--- src/hw/rtl/rsp_packet_framer_deframer_unit_defines.svh ---
// Assertion macros used by the packet framer/deframer RTL.
// Needs a clock named clk and an active-low reset named rst_n in the using module.
`ifndef RSP_PACKET_FRAMER_DEFRAMER_UNIT_DEFINES_SVH
`define RSP_PACKET_FRAMER_DEFRAMER_UNIT_DEFINES_SVH
`ifndef SYNTHESIS
// Condition must hold at every clock edge out of reset
`define RFD_ASSERT_ALWAYS(lbl, cond) \
    lbl: assert property (@(posedge clk) disable iff (!rst_n) (cond)) \
        else $error("rfd: invariant violated");
// Antecedent at one edge implies consequent at the next edge
`define RFD_ASSERT_NEXT(lbl, ante, cons) \
    lbl: assert property (@(posedge clk) disable iff (!rst_n) (ante) |=> (cons)) \
        else $error("rfd: sequencing violated");
`else
`define RFD_ASSERT_ALWAYS(lbl, cond)
`define RFD_ASSERT_NEXT(lbl, ante, cons)
`endif
`endif

--- src/hw/rtl/rfd_pkg.sv ---
// Types, character constants and helpers for the packet framer/deframer.
// No dependencies.
`timescale 1ns / 1ps
package rfd_pkg;

    // Input command codes
    typedef enum logic [1:0] {
        CMD_RX       = 2'd0,
        CMD_TX_BYTE  = 2'd1,
        CMD_TX_EMPTY = 2'd2,
        CMD_NONE     = 2'd3
    } cmd_t;

    // Result kinds
    typedef enum logic [1:0] {
        KIND_BODY = 2'd0,
        KIND_END  = 2'd1,
        KIND_INTR = 2'd2,
        KIND_WIRE = 2'd3
    } kind_t;

    // Receive phase
    typedef enum logic [1:0] {
        RX_HUNT  = 2'd0,
        RX_BODY  = 2'd1,
        RX_CSUM1 = 2'd2,
        RX_CSUM2 = 2'd3
    } rx_phase_t;

    // Configuration register indexes
    localparam logic CFG_NOACK  = 1'b0;
    localparam logic CFG_MAXLEN = 1'b1;

    localparam logic [15:0] MAXLEN_RESET = 16'd20479;

    // Protocol characters
    localparam logic [7:0] CH_START = 8'h24;
    localparam logic [7:0] CH_HASH  = 8'h23;
    localparam logic [7:0] CH_INTR  = 8'h03;
    localparam logic [7:0] CH_ACK   = 8'h2B;

    localparam int MAX_RESULTS = 5;
    localparam int CNT_W       = $clog2(MAX_RESULTS + 1);
    localparam int IDX_W       = $clog2(MAX_RESULTS);

    typedef struct packed {
        kind_t       kind;
        logic [7:0]  out_byte;
        logic [15:0] body_length;
        logic        send_ack;
    } result_t;

    // Results caused by one input transfer
    typedef struct packed {
        logic [CNT_W-1:0]                n;
        result_t [MAX_RESULTS-1:0]       r;
    } result_list_t;

    // Lower-case hex character for one nibble
    function automatic logic [7:0] hex_digit(input logic [3:0] v);
        logic [7:0] d;
        if (v < 4'd10)
            d = 8'h30 + {4'd0, v};
        else
            d = 8'h57 + {4'd0, v};
        return d;
    endfunction

    function automatic result_t mk_result(input kind_t k, input logic [7:0] b,
                                          input logic [15:0] len, input logic ack);
        result_t res;
        res.kind        = k;
        res.out_byte    = b;
        res.body_length = len;
        res.send_ack    = ack;
        return res;
    endfunction

endpackage

--- src/hw/rtl/rsp_packet_framer_deframer_unit.sv ---
// Top level of the debugger serial-protocol packet framer/deframer.
// Depends on rfd_pkg, rfd_engine and rfd_out_queue.
//
//  Channel  Signals                                        Direction
//  in       in_valid/in_ready, cmd, data_byte, is_last     to block
//  out      out_valid/out_ready, kind, out_byte,
//           body_length, send_ack, last                    from block
//  cfg      cfg_we, cfg_addr, cfg_wdata                    to block, write only
//
// An input transfer is processed combinationally; its results (0 to 5) are
// registered and leave one per cycle while out_ready is high.
// The next input is taken in the cycle the last pending result is transferred.
// Reset (rst_n low, asynchronous) empties the result buffer and clears state.
// A stalled output holds the current result and blocks further input.
`timescale 1ns / 1ps
module rsp_packet_framer_deframer_unit
    import rfd_pkg::*;
(
    input  logic        clk,
    input  logic        rst_n,
    input  logic        cfg_we,
    input  logic        cfg_addr,
    input  logic [15:0] cfg_wdata,
    input  logic        in_valid,
    output logic        in_ready,
    input  logic [1:0]  cmd,
    input  logic [7:0]  data_byte,
    input  logic        is_last,
    output logic        out_valid,
    input  logic        out_ready,
    output logic [1:0]  kind,
    output logic [7:0]  out_byte,
    output logic [15:0] body_length,
    output logic        send_ack,
    output logic        last
);

    result_list_t lst;
    result_t      cur;
    logic         fire;

    assign fire = in_valid && in_ready;

    rfd_engine u_engine (
        .clk       (clk),
        .rst_n     (rst_n),
        .cfg_we    (cfg_we),
        .cfg_addr  (cfg_addr),
        .cfg_wdata (cfg_wdata),
        .fire      (fire),
        .cmd       (cmd),
        .data_byte (data_byte),
        .is_last   (is_last),
        .lst       (lst)
    );

    rfd_out_queue u_queue (
        .clk       (clk),
        .rst_n     (rst_n),
        .load      (fire),
        .lst       (lst),
        .can_load  (in_ready),
        .out_valid (out_valid),
        .out_ready (out_ready),
        .cur       (cur),
        .cur_last  (last)
    );

    // Result fields
    assign kind        = cur.kind;
    assign out_byte    = cur.out_byte;
    assign body_length = cur.body_length;
    assign send_ack    = cur.send_ack;

endmodule

--- src/hw/rtl/rfd_engine.sv ---
// Framing state, configuration registers and per-transfer result generation.
// Depends on rfd_pkg.
`timescale 1ns / 1ps
module rfd_engine
    import rfd_pkg::*;
(
    input  logic         clk,
    input  logic         rst_n,
    input  logic         cfg_we,
    input  logic         cfg_addr,
    input  logic [15:0]  cfg_wdata,
    input  logic         fire,
    input  logic [1:0]   cmd,
    input  logic [7:0]   data_byte,
    input  logic         is_last,
    output result_list_t lst
);

    logic        noack_reg;
    logic [15:0] max_len_reg;
    rx_phase_t   rx_phase_reg, rx_phase_next;
    logic [15:0] rx_count_reg, rx_count_next;
    logic        tx_open_reg, tx_open_next;
    logic [7:0]  tx_sum_reg, tx_sum_next;

    // Configuration writes
    always_ff @(posedge clk or negedge rst_n)
    begin
        if (!rst_n)
        begin
            noack_reg   <= 1'b0;
            max_len_reg <= MAXLEN_RESET;
        end
        else if (cfg_we)
        begin
            case (cfg_addr)
                CFG_NOACK:  noack_reg   <= cfg_wdata[0];
                CFG_MAXLEN: max_len_reg <= cfg_wdata;
                default:    ;
            endcase
        end
    end

    // Next state and result list for the presented item
    always_comb
    begin
        logic [CNT_W-1:0] k;
        logic [7:0]       base_sum;
        logic [7:0]       close_sum;
        lst           = '0;
        k             = '0;
        rx_phase_next = rx_phase_reg;
        rx_count_next = rx_count_reg;
        tx_open_next  = tx_open_reg;
        tx_sum_next   = tx_sum_reg;
        base_sum      = tx_open_reg ? tx_sum_reg : 8'd0;
        close_sum     = base_sum;
        case (cmd_t'(cmd))
            CMD_RX:
            begin
                case (rx_phase_reg)
                    RX_HUNT:
                    begin
                        if (data_byte == CH_START)
                        begin
                            rx_phase_next = RX_BODY;
                            rx_count_next = 16'd0;
                        end
                        else if (data_byte == CH_INTR)
                        begin
                            lst.r[k] = mk_result(KIND_INTR, 8'd0, 16'd0, 1'b0);
                            k        = k + 1'b1;
                        end
                    end
                    RX_BODY:
                    begin
                        if (data_byte == CH_HASH)
                            rx_phase_next = RX_CSUM1;
                        else if (rx_count_reg < max_len_reg)
                        begin
                            lst.r[k]      = mk_result(KIND_BODY, data_byte, 16'd0, 1'b0);
                            k             = k + 1'b1;
                            rx_count_next = rx_count_reg + 16'd1;
                        end
                    end
                    RX_CSUM1:
                        rx_phase_next = RX_CSUM2;
                    default:
                    begin
                        // second checksum digit: packet complete
                        rx_phase_next = RX_HUNT;
                        lst.r[k] = mk_result(KIND_END, noack_reg ? 8'd0 : CH_ACK,
                                             rx_count_reg, !noack_reg);
                        k        = k + 1'b1;
                    end
                endcase
            end
            CMD_TX_BYTE:
            begin
                if (!tx_open_reg)
                begin
                    lst.r[k] = mk_result(KIND_WIRE, CH_START, 16'd0, 1'b0);
                    k        = k + 1'b1;
                end
                lst.r[k]     = mk_result(KIND_WIRE, data_byte, 16'd0, 1'b0);
                k            = k + 1'b1;
                close_sum    = base_sum + data_byte;
                tx_open_next = 1'b1;
                tx_sum_next  = close_sum;
                if (is_last)
                begin
                    lst.r[k]     = mk_result(KIND_WIRE, CH_HASH, 16'd0, 1'b0);
                    k            = k + 1'b1;
                    lst.r[k]     = mk_result(KIND_WIRE, hex_digit(close_sum[7:4]),
                                             16'd0, 1'b0);
                    k            = k + 1'b1;
                    lst.r[k]     = mk_result(KIND_WIRE, hex_digit(close_sum[3:0]),
                                             16'd0, 1'b0);
                    k            = k + 1'b1;
                    tx_open_next = 1'b0;
                    tx_sum_next  = 8'd0;
                end
            end
            CMD_TX_EMPTY:
            begin
                // opens a packet if none is open, then closes it
                if (!tx_open_reg)
                begin
                    lst.r[k] = mk_result(KIND_WIRE, CH_START, 16'd0, 1'b0);
                    k        = k + 1'b1;
                end
                lst.r[k]     = mk_result(KIND_WIRE, CH_HASH, 16'd0, 1'b0);
                k            = k + 1'b1;
                lst.r[k]     = mk_result(KIND_WIRE, hex_digit(close_sum[7:4]), 16'd0, 1'b0);
                k            = k + 1'b1;
                lst.r[k]     = mk_result(KIND_WIRE, hex_digit(close_sum[3:0]), 16'd0, 1'b0);
                k            = k + 1'b1;
                tx_open_next = 1'b0;
                tx_sum_next  = 8'd0;
            end
            default:
                ;
        endcase
        lst.n = k;
    end

    // Framing state
    always_ff @(posedge clk or negedge rst_n)
    begin
        if (!rst_n)
        begin
            rx_phase_reg <= RX_HUNT;
            rx_count_reg <= 16'd0;
            tx_open_reg  <= 1'b0;
            tx_sum_reg   <= 8'd0;
        end
        else if (fire)
        begin
            rx_phase_reg <= rx_phase_next;
            rx_count_reg <= rx_count_next;
            tx_open_reg  <= tx_open_next;
            tx_sum_reg   <= tx_sum_next;
        end
    end

endmodule

--- src/hw/rtl/rfd_out_queue.sv ---
// Result buffer: holds the results of one transfer and presents them in order.
// Depends on rfd_pkg and rsp_packet_framer_deframer_unit_defines.svh.
`timescale 1ns / 1ps
`include "rsp_packet_framer_deframer_unit_defines.svh"
module rfd_out_queue
    import rfd_pkg::*;
(
    input  logic         clk,
    input  logic         rst_n,
    input  logic         load,
    input  result_list_t lst,
    output logic         can_load,
    output logic         out_valid,
    input  logic         out_ready,
    output result_t      cur,
    output logic         cur_last
);

    result_t [MAX_RESULTS-1:0] buf_reg;
    logic [CNT_W-1:0]          cnt_reg;
    logic [IDX_W-1:0]          idx_reg;
    logic                      out_xfer;

    // Presentation and load permission
    assign out_valid = (cnt_reg != '0);
    assign cur_last  = (CNT_W'(idx_reg) == cnt_reg - 1'b1);
    assign cur       = buf_reg[idx_reg];
    assign out_xfer  = out_valid && out_ready;
    assign can_load  = !out_valid || (out_xfer && cur_last);

    // Result payload
    always_ff @(posedge clk)
    begin
        if (load)
            buf_reg <= lst.r;
    end

    // Count and read pointer
    always_ff @(posedge clk or negedge rst_n)
    begin
        if (!rst_n)
        begin
            cnt_reg <= '0;
            idx_reg <= '0;
        end
        else if (load)
        begin
            cnt_reg <= lst.n;
            idx_reg <= '0;
        end
        else if (out_xfer)
        begin
            if (cur_last)
            begin
                cnt_reg <= '0;
                idx_reg <= '0;
            end
            else
                idx_reg <= idx_reg + 1'b1;
        end
    end

    `RFD_ASSERT_ALWAYS(a_cnt_range, cnt_reg <= CNT_W'(MAX_RESULTS))
    `RFD_ASSERT_ALWAYS(a_idx_in_cnt, !out_valid || (CNT_W'(idx_reg) < cnt_reg))
    `RFD_ASSERT_ALWAYS(a_no_overwrite, !load || can_load)
    `RFD_ASSERT_NEXT(a_load_shows, load && (lst.n != '0), out_valid && (idx_reg == '0))

endmodule

--- config.mk ---
export PLATFORM = sky130hd
export DESIGN_NAME = rsp_packet_framer_deframer_unit
export DESIGN_NICKNAME = d
export VERILOG_FILES = /design/src/hw/rtl/rfd_pkg.sv /design/src/hw/rtl/rsp_packet_framer_deframer_unit.sv /design/src/hw/rtl/rfd_engine.sv /design/src/hw/rtl/rfd_out_queue.sv
export VERILOG_INCLUDE_DIRS = /design/src /design/src/hw/rtl
export SDC_FILE = /design/constraint.sdc
export NUM_CORES = 1
export LEC_CHECK = 0
export BUFFER_PORTS_ARGS = -buffer_cell sky130_fd_sc_hd__buf_2
export CORE_MARGIN = 2
export CORE_UTILIZATION = 30
export CTS_CLUSTER_DIAMETER = 100
export DETAILED_ROUTE_END_ITERATION = 10
export HOLD_SLACK_MARGIN = 0.12
export PLACE_DENSITY_LB_ADDON = 0.12
export SYNTH_ARGS = -nofsm -noshare
export SYNTH_HDL_FRONTEND = slang
export SYNTH_SLANG_ARGS = --single-unit
--- constraint.sdc ---
create_clock -name clk -period 5.9 [get_ports clk]
set_input_delay 0.59 -clock clk [delete_from_list [all_inputs] [get_ports clk]]
set_output_delay 0.59 -clock clk [all_outputs]
set_load 0.05 [all_outputs]
==> out/summary.txt <==
Hold buffers post-CTS - 0
Post-synthesis simple-gate area fraction - 18.8%
Clock tree from TritonCTS - yes
GR peak layer - met2
First-pass GRT wire length - 29.1 mm
Worst-path cell chain - buf_4 -> nand2_1 -> xnor2_1 -> ha_1 -> a21oi_1 -> nor3_1 -> or3_1 -> xnor2_1 -> ha_1 -> nor2_1 -> o21a_1 -> o21ai_0
H-Tree Depth - 3
Post-route DRC - 0
Met2 Use GR - 23.4%
Initial core utilization - 30.6%
Final Power - 3.54 mW
Via count - 5,131
Internal - 1.86 mW
Synthesized instance count - 678
Rows - 54
Share of cells above drive strength 1 - 17.7%
Synth Area in Compound Gates - 15.0%
Port Buffer Count - 62
P_leak - 3.21 nW
Die area - 0.0236 mm2
WP data required - 6040 ps
Xor and xnor area share after synthesis - 2.30%
Avg WL per Cell - 17.8 um
Register share of total power - 35.3%
Post-synthesis mux area share - 6.74%
Pwr/cell area - 471 mW/mm2
Worst setup SP type - flip-flop
Cts bufs inserted - 9
Clock buffer depth - 2
Final Hold Viols - 0
Worst path slowest cell - xnor2_1
Switching Share - 47.4%
TNS Setup - 0 ps
Commonest cells after routing, fill and taps aside - 62 x buf_2, 60 x edfxtp_1, 59 x nand2_1
Slew Limit Fails - 0
Buf+Inv Stages, Crit Path - 1
CP delay by family, top - compound AO/OA/AOI/OAI gates
Worst hold path class - in -> async
Yosys cell types - 63
Pre-antenna DRT Iters - 4
Reg2reg setup slack - 2580 ps
Largest family of logic cells by synthesized area - simple AND/OR/NAND/NOR gates
Final critical-path required period - 3320 ps
Worst slew pin tran - 810 ps
Vias in the first global route - 5,054
Critical Setup Path Class - reg -> reg
Synthesized area - 0.00670 mm2
Fin area - 0.00751 mm2
Die Y - 153 um
IR drop worst, VDD - 0.000206 V
Grt met1 use - 23.2%
Post-CTS Setup Bufs - 0
Nets - 787
Crit path DAT - 3460 ps
Core box area - 0.0219 mm2
Max-Cap Viols - 0
HPWL Detailed - 13.4 mm
Routed WL - 17.9 mm
Syn_nets - 747
Register area share after synthesis - 45.8%
Grt ovf - 0
Routability Congestion - 0.853
Area after DPL - 0.00724 mm2
# resized after CTS - 0
Worst setup EP type - flip-flop
Area grow syn2layout - 12.1%
# diodes - 0
Synthesized flop and latch total - 110
CP max stage delay - 410 ps
CTS Root Cell - clkbuf_16
Fmax - 0.301 GHz
Commonest non-fill, non-tap cell in the layout - buf_2
Tcrit/Tclk final - 56.3%
Ys Warns - 0
Max reg flops - 60
Post-synth EDFFs - 60
Rel. slew slack - 46.0%
Initial antenna violation count - 0
Grt met3 use - 3.32%
Routed Antenna Nets - 0
Clock latency on the worst-skew pair - 360 ps
Overall Global Routing Usage - 15.6%
Switching Power - 1.68 mW
Chip width - 153 um
Outcome - completed
Clock Skew - 11.6 ps
Clock network power share - 16.2%
Largest net degree at the start of global routing - 63
Worst-path clk slew - 80 ps
Ports - 63
Clk sinks - 110
RSZ-0062 raised after global routing - no
Mapped Avg Cell Area - 9.88 um2
Top FF cell, synth - edfxtp_1
Max FO, Critical Path - 38
Vias per Instance - 5.12
Final setup fails - 0
Comb pwr share - 48.5%
Synth Area in Adders - 6.72%
Ys async rst share - 45.5%
Iter 0 DRT Violations - 373
## final cells by class
type / instances / area, um2
clock buffers: 11 / 233
multi-input cells: 490 / 3330
well taps: 280 / 350
clock inverters: 5 / 35.0
fillers: 2309 / 14400
inverters: 42 / 158
repair buffers: 65 / 333
flip-flops and latches: 110 / 3070
## stage by stage
step	hold WS [ps]	util, %	std cells	worst slack, ps
CTS	371	34.3	1003	2520
floorplan	294	-	678	1270
global route	378	34.3	1003	2240
detailed placement	502	33.1	987	2520
global placement	497	33.1	987	2550
finish	336	34.3	1003	2580
## power by group through the flow
| stage | logic [mW] | clock network [mW] | registers [mW] |
|---|---|---|---|
| 6_report | 1.72 | 0.575 | 1.25 |
| 5_1_grt | 1.88 | 0.628 | 1.28 |
| 2_1_floorplan | 1.39 | 0 | 1.15 |
| 3_3_place_gp | 1.70 | 0 | 1.26 |
| 3_5_place_dp | 1.73 | 0 | 1.27 |
| 4_1_cts | 1.73 | 0.590 | 1.25 |
## worst register-to-register path: stages (launching register included)
cell and delay (ps):
dfrtp_1 340, buf_4 360, nand2_1 130, xnor2_1 150
ha_1 230, a21oi_1 190, nor3_1 100, or3_1 400
xnor2_1 410, ha_1 240, nor2_1 50, o21a_1 200
o21ai_0 310
## metal layers
| layer | vias up | part of all wire, % |
|---|---|---|
| met1 | 2471 | 49 |
| li1 | 2515 | - |
| met2 | 134 | 44 |
| met3 | 11 | 5.1 |
| met5 | - | 0 |
| met4 | 0 | 1.0 |
## cells in the mapped netlist, drive strengths merged (11+ instances only)
master	instances	area [um2]
o21ai	32	160
nand3	24	125
nor3	11	55.1
ha	36	450
a21oi	53	277
nor2	46	173
edfxtp	60	1800
nand2	59	221
nand2b	13	81.3
and3	16	100
dfstp	13	342
dfrtp	37	926
a21o	11	82.6
inv	41	154
mux2	19	214
and2	41	257
clkbuf	29	109
## final timing paths
check | cells after the start | end | start
min in group clk | 2 | u_engine.max_len_reg[9]$_DFFE_PN1P_ | cfg_wdata[9]
worst max-delay path | 12 | u_queue.buf_reg[75]$_SDFFCE_PN0P_ | u_engine.tx_open_reg$_DFFE_PN0P_
worst min register to register | 1 | u_engine.max_len_reg[13]$_DFFE_PN0P_ | u_engine.max_len_reg[13]$_DFFE_PN0P_
worst max register to register | 12 | u_queue.buf_reg[75]$_SDFFCE_PN0P_ | u_engine.tx_open_reg$_DFFE_PN0P_
max in group asynchronous | 2 | u_queue.idx_reg[2]$_DFFE_PN0P_ | rst_n
worst min-delay path | 2 | u_engine.max_len_reg[12]$_DFFE_PN0P_ | rst_n
## cells by family (layout without fill, tap and decap cells)
group / count (synthesis) / count (layout)
simple gates: 245 / 245
compound gates: 159 / 159
flops: 110 / 110
buf+inv: 78 / 123
fa+ha+maj: 36 / 36
mux: 34 / 34
xor+xnor: 16 / 16
Power figures use the tool's default switching activity.
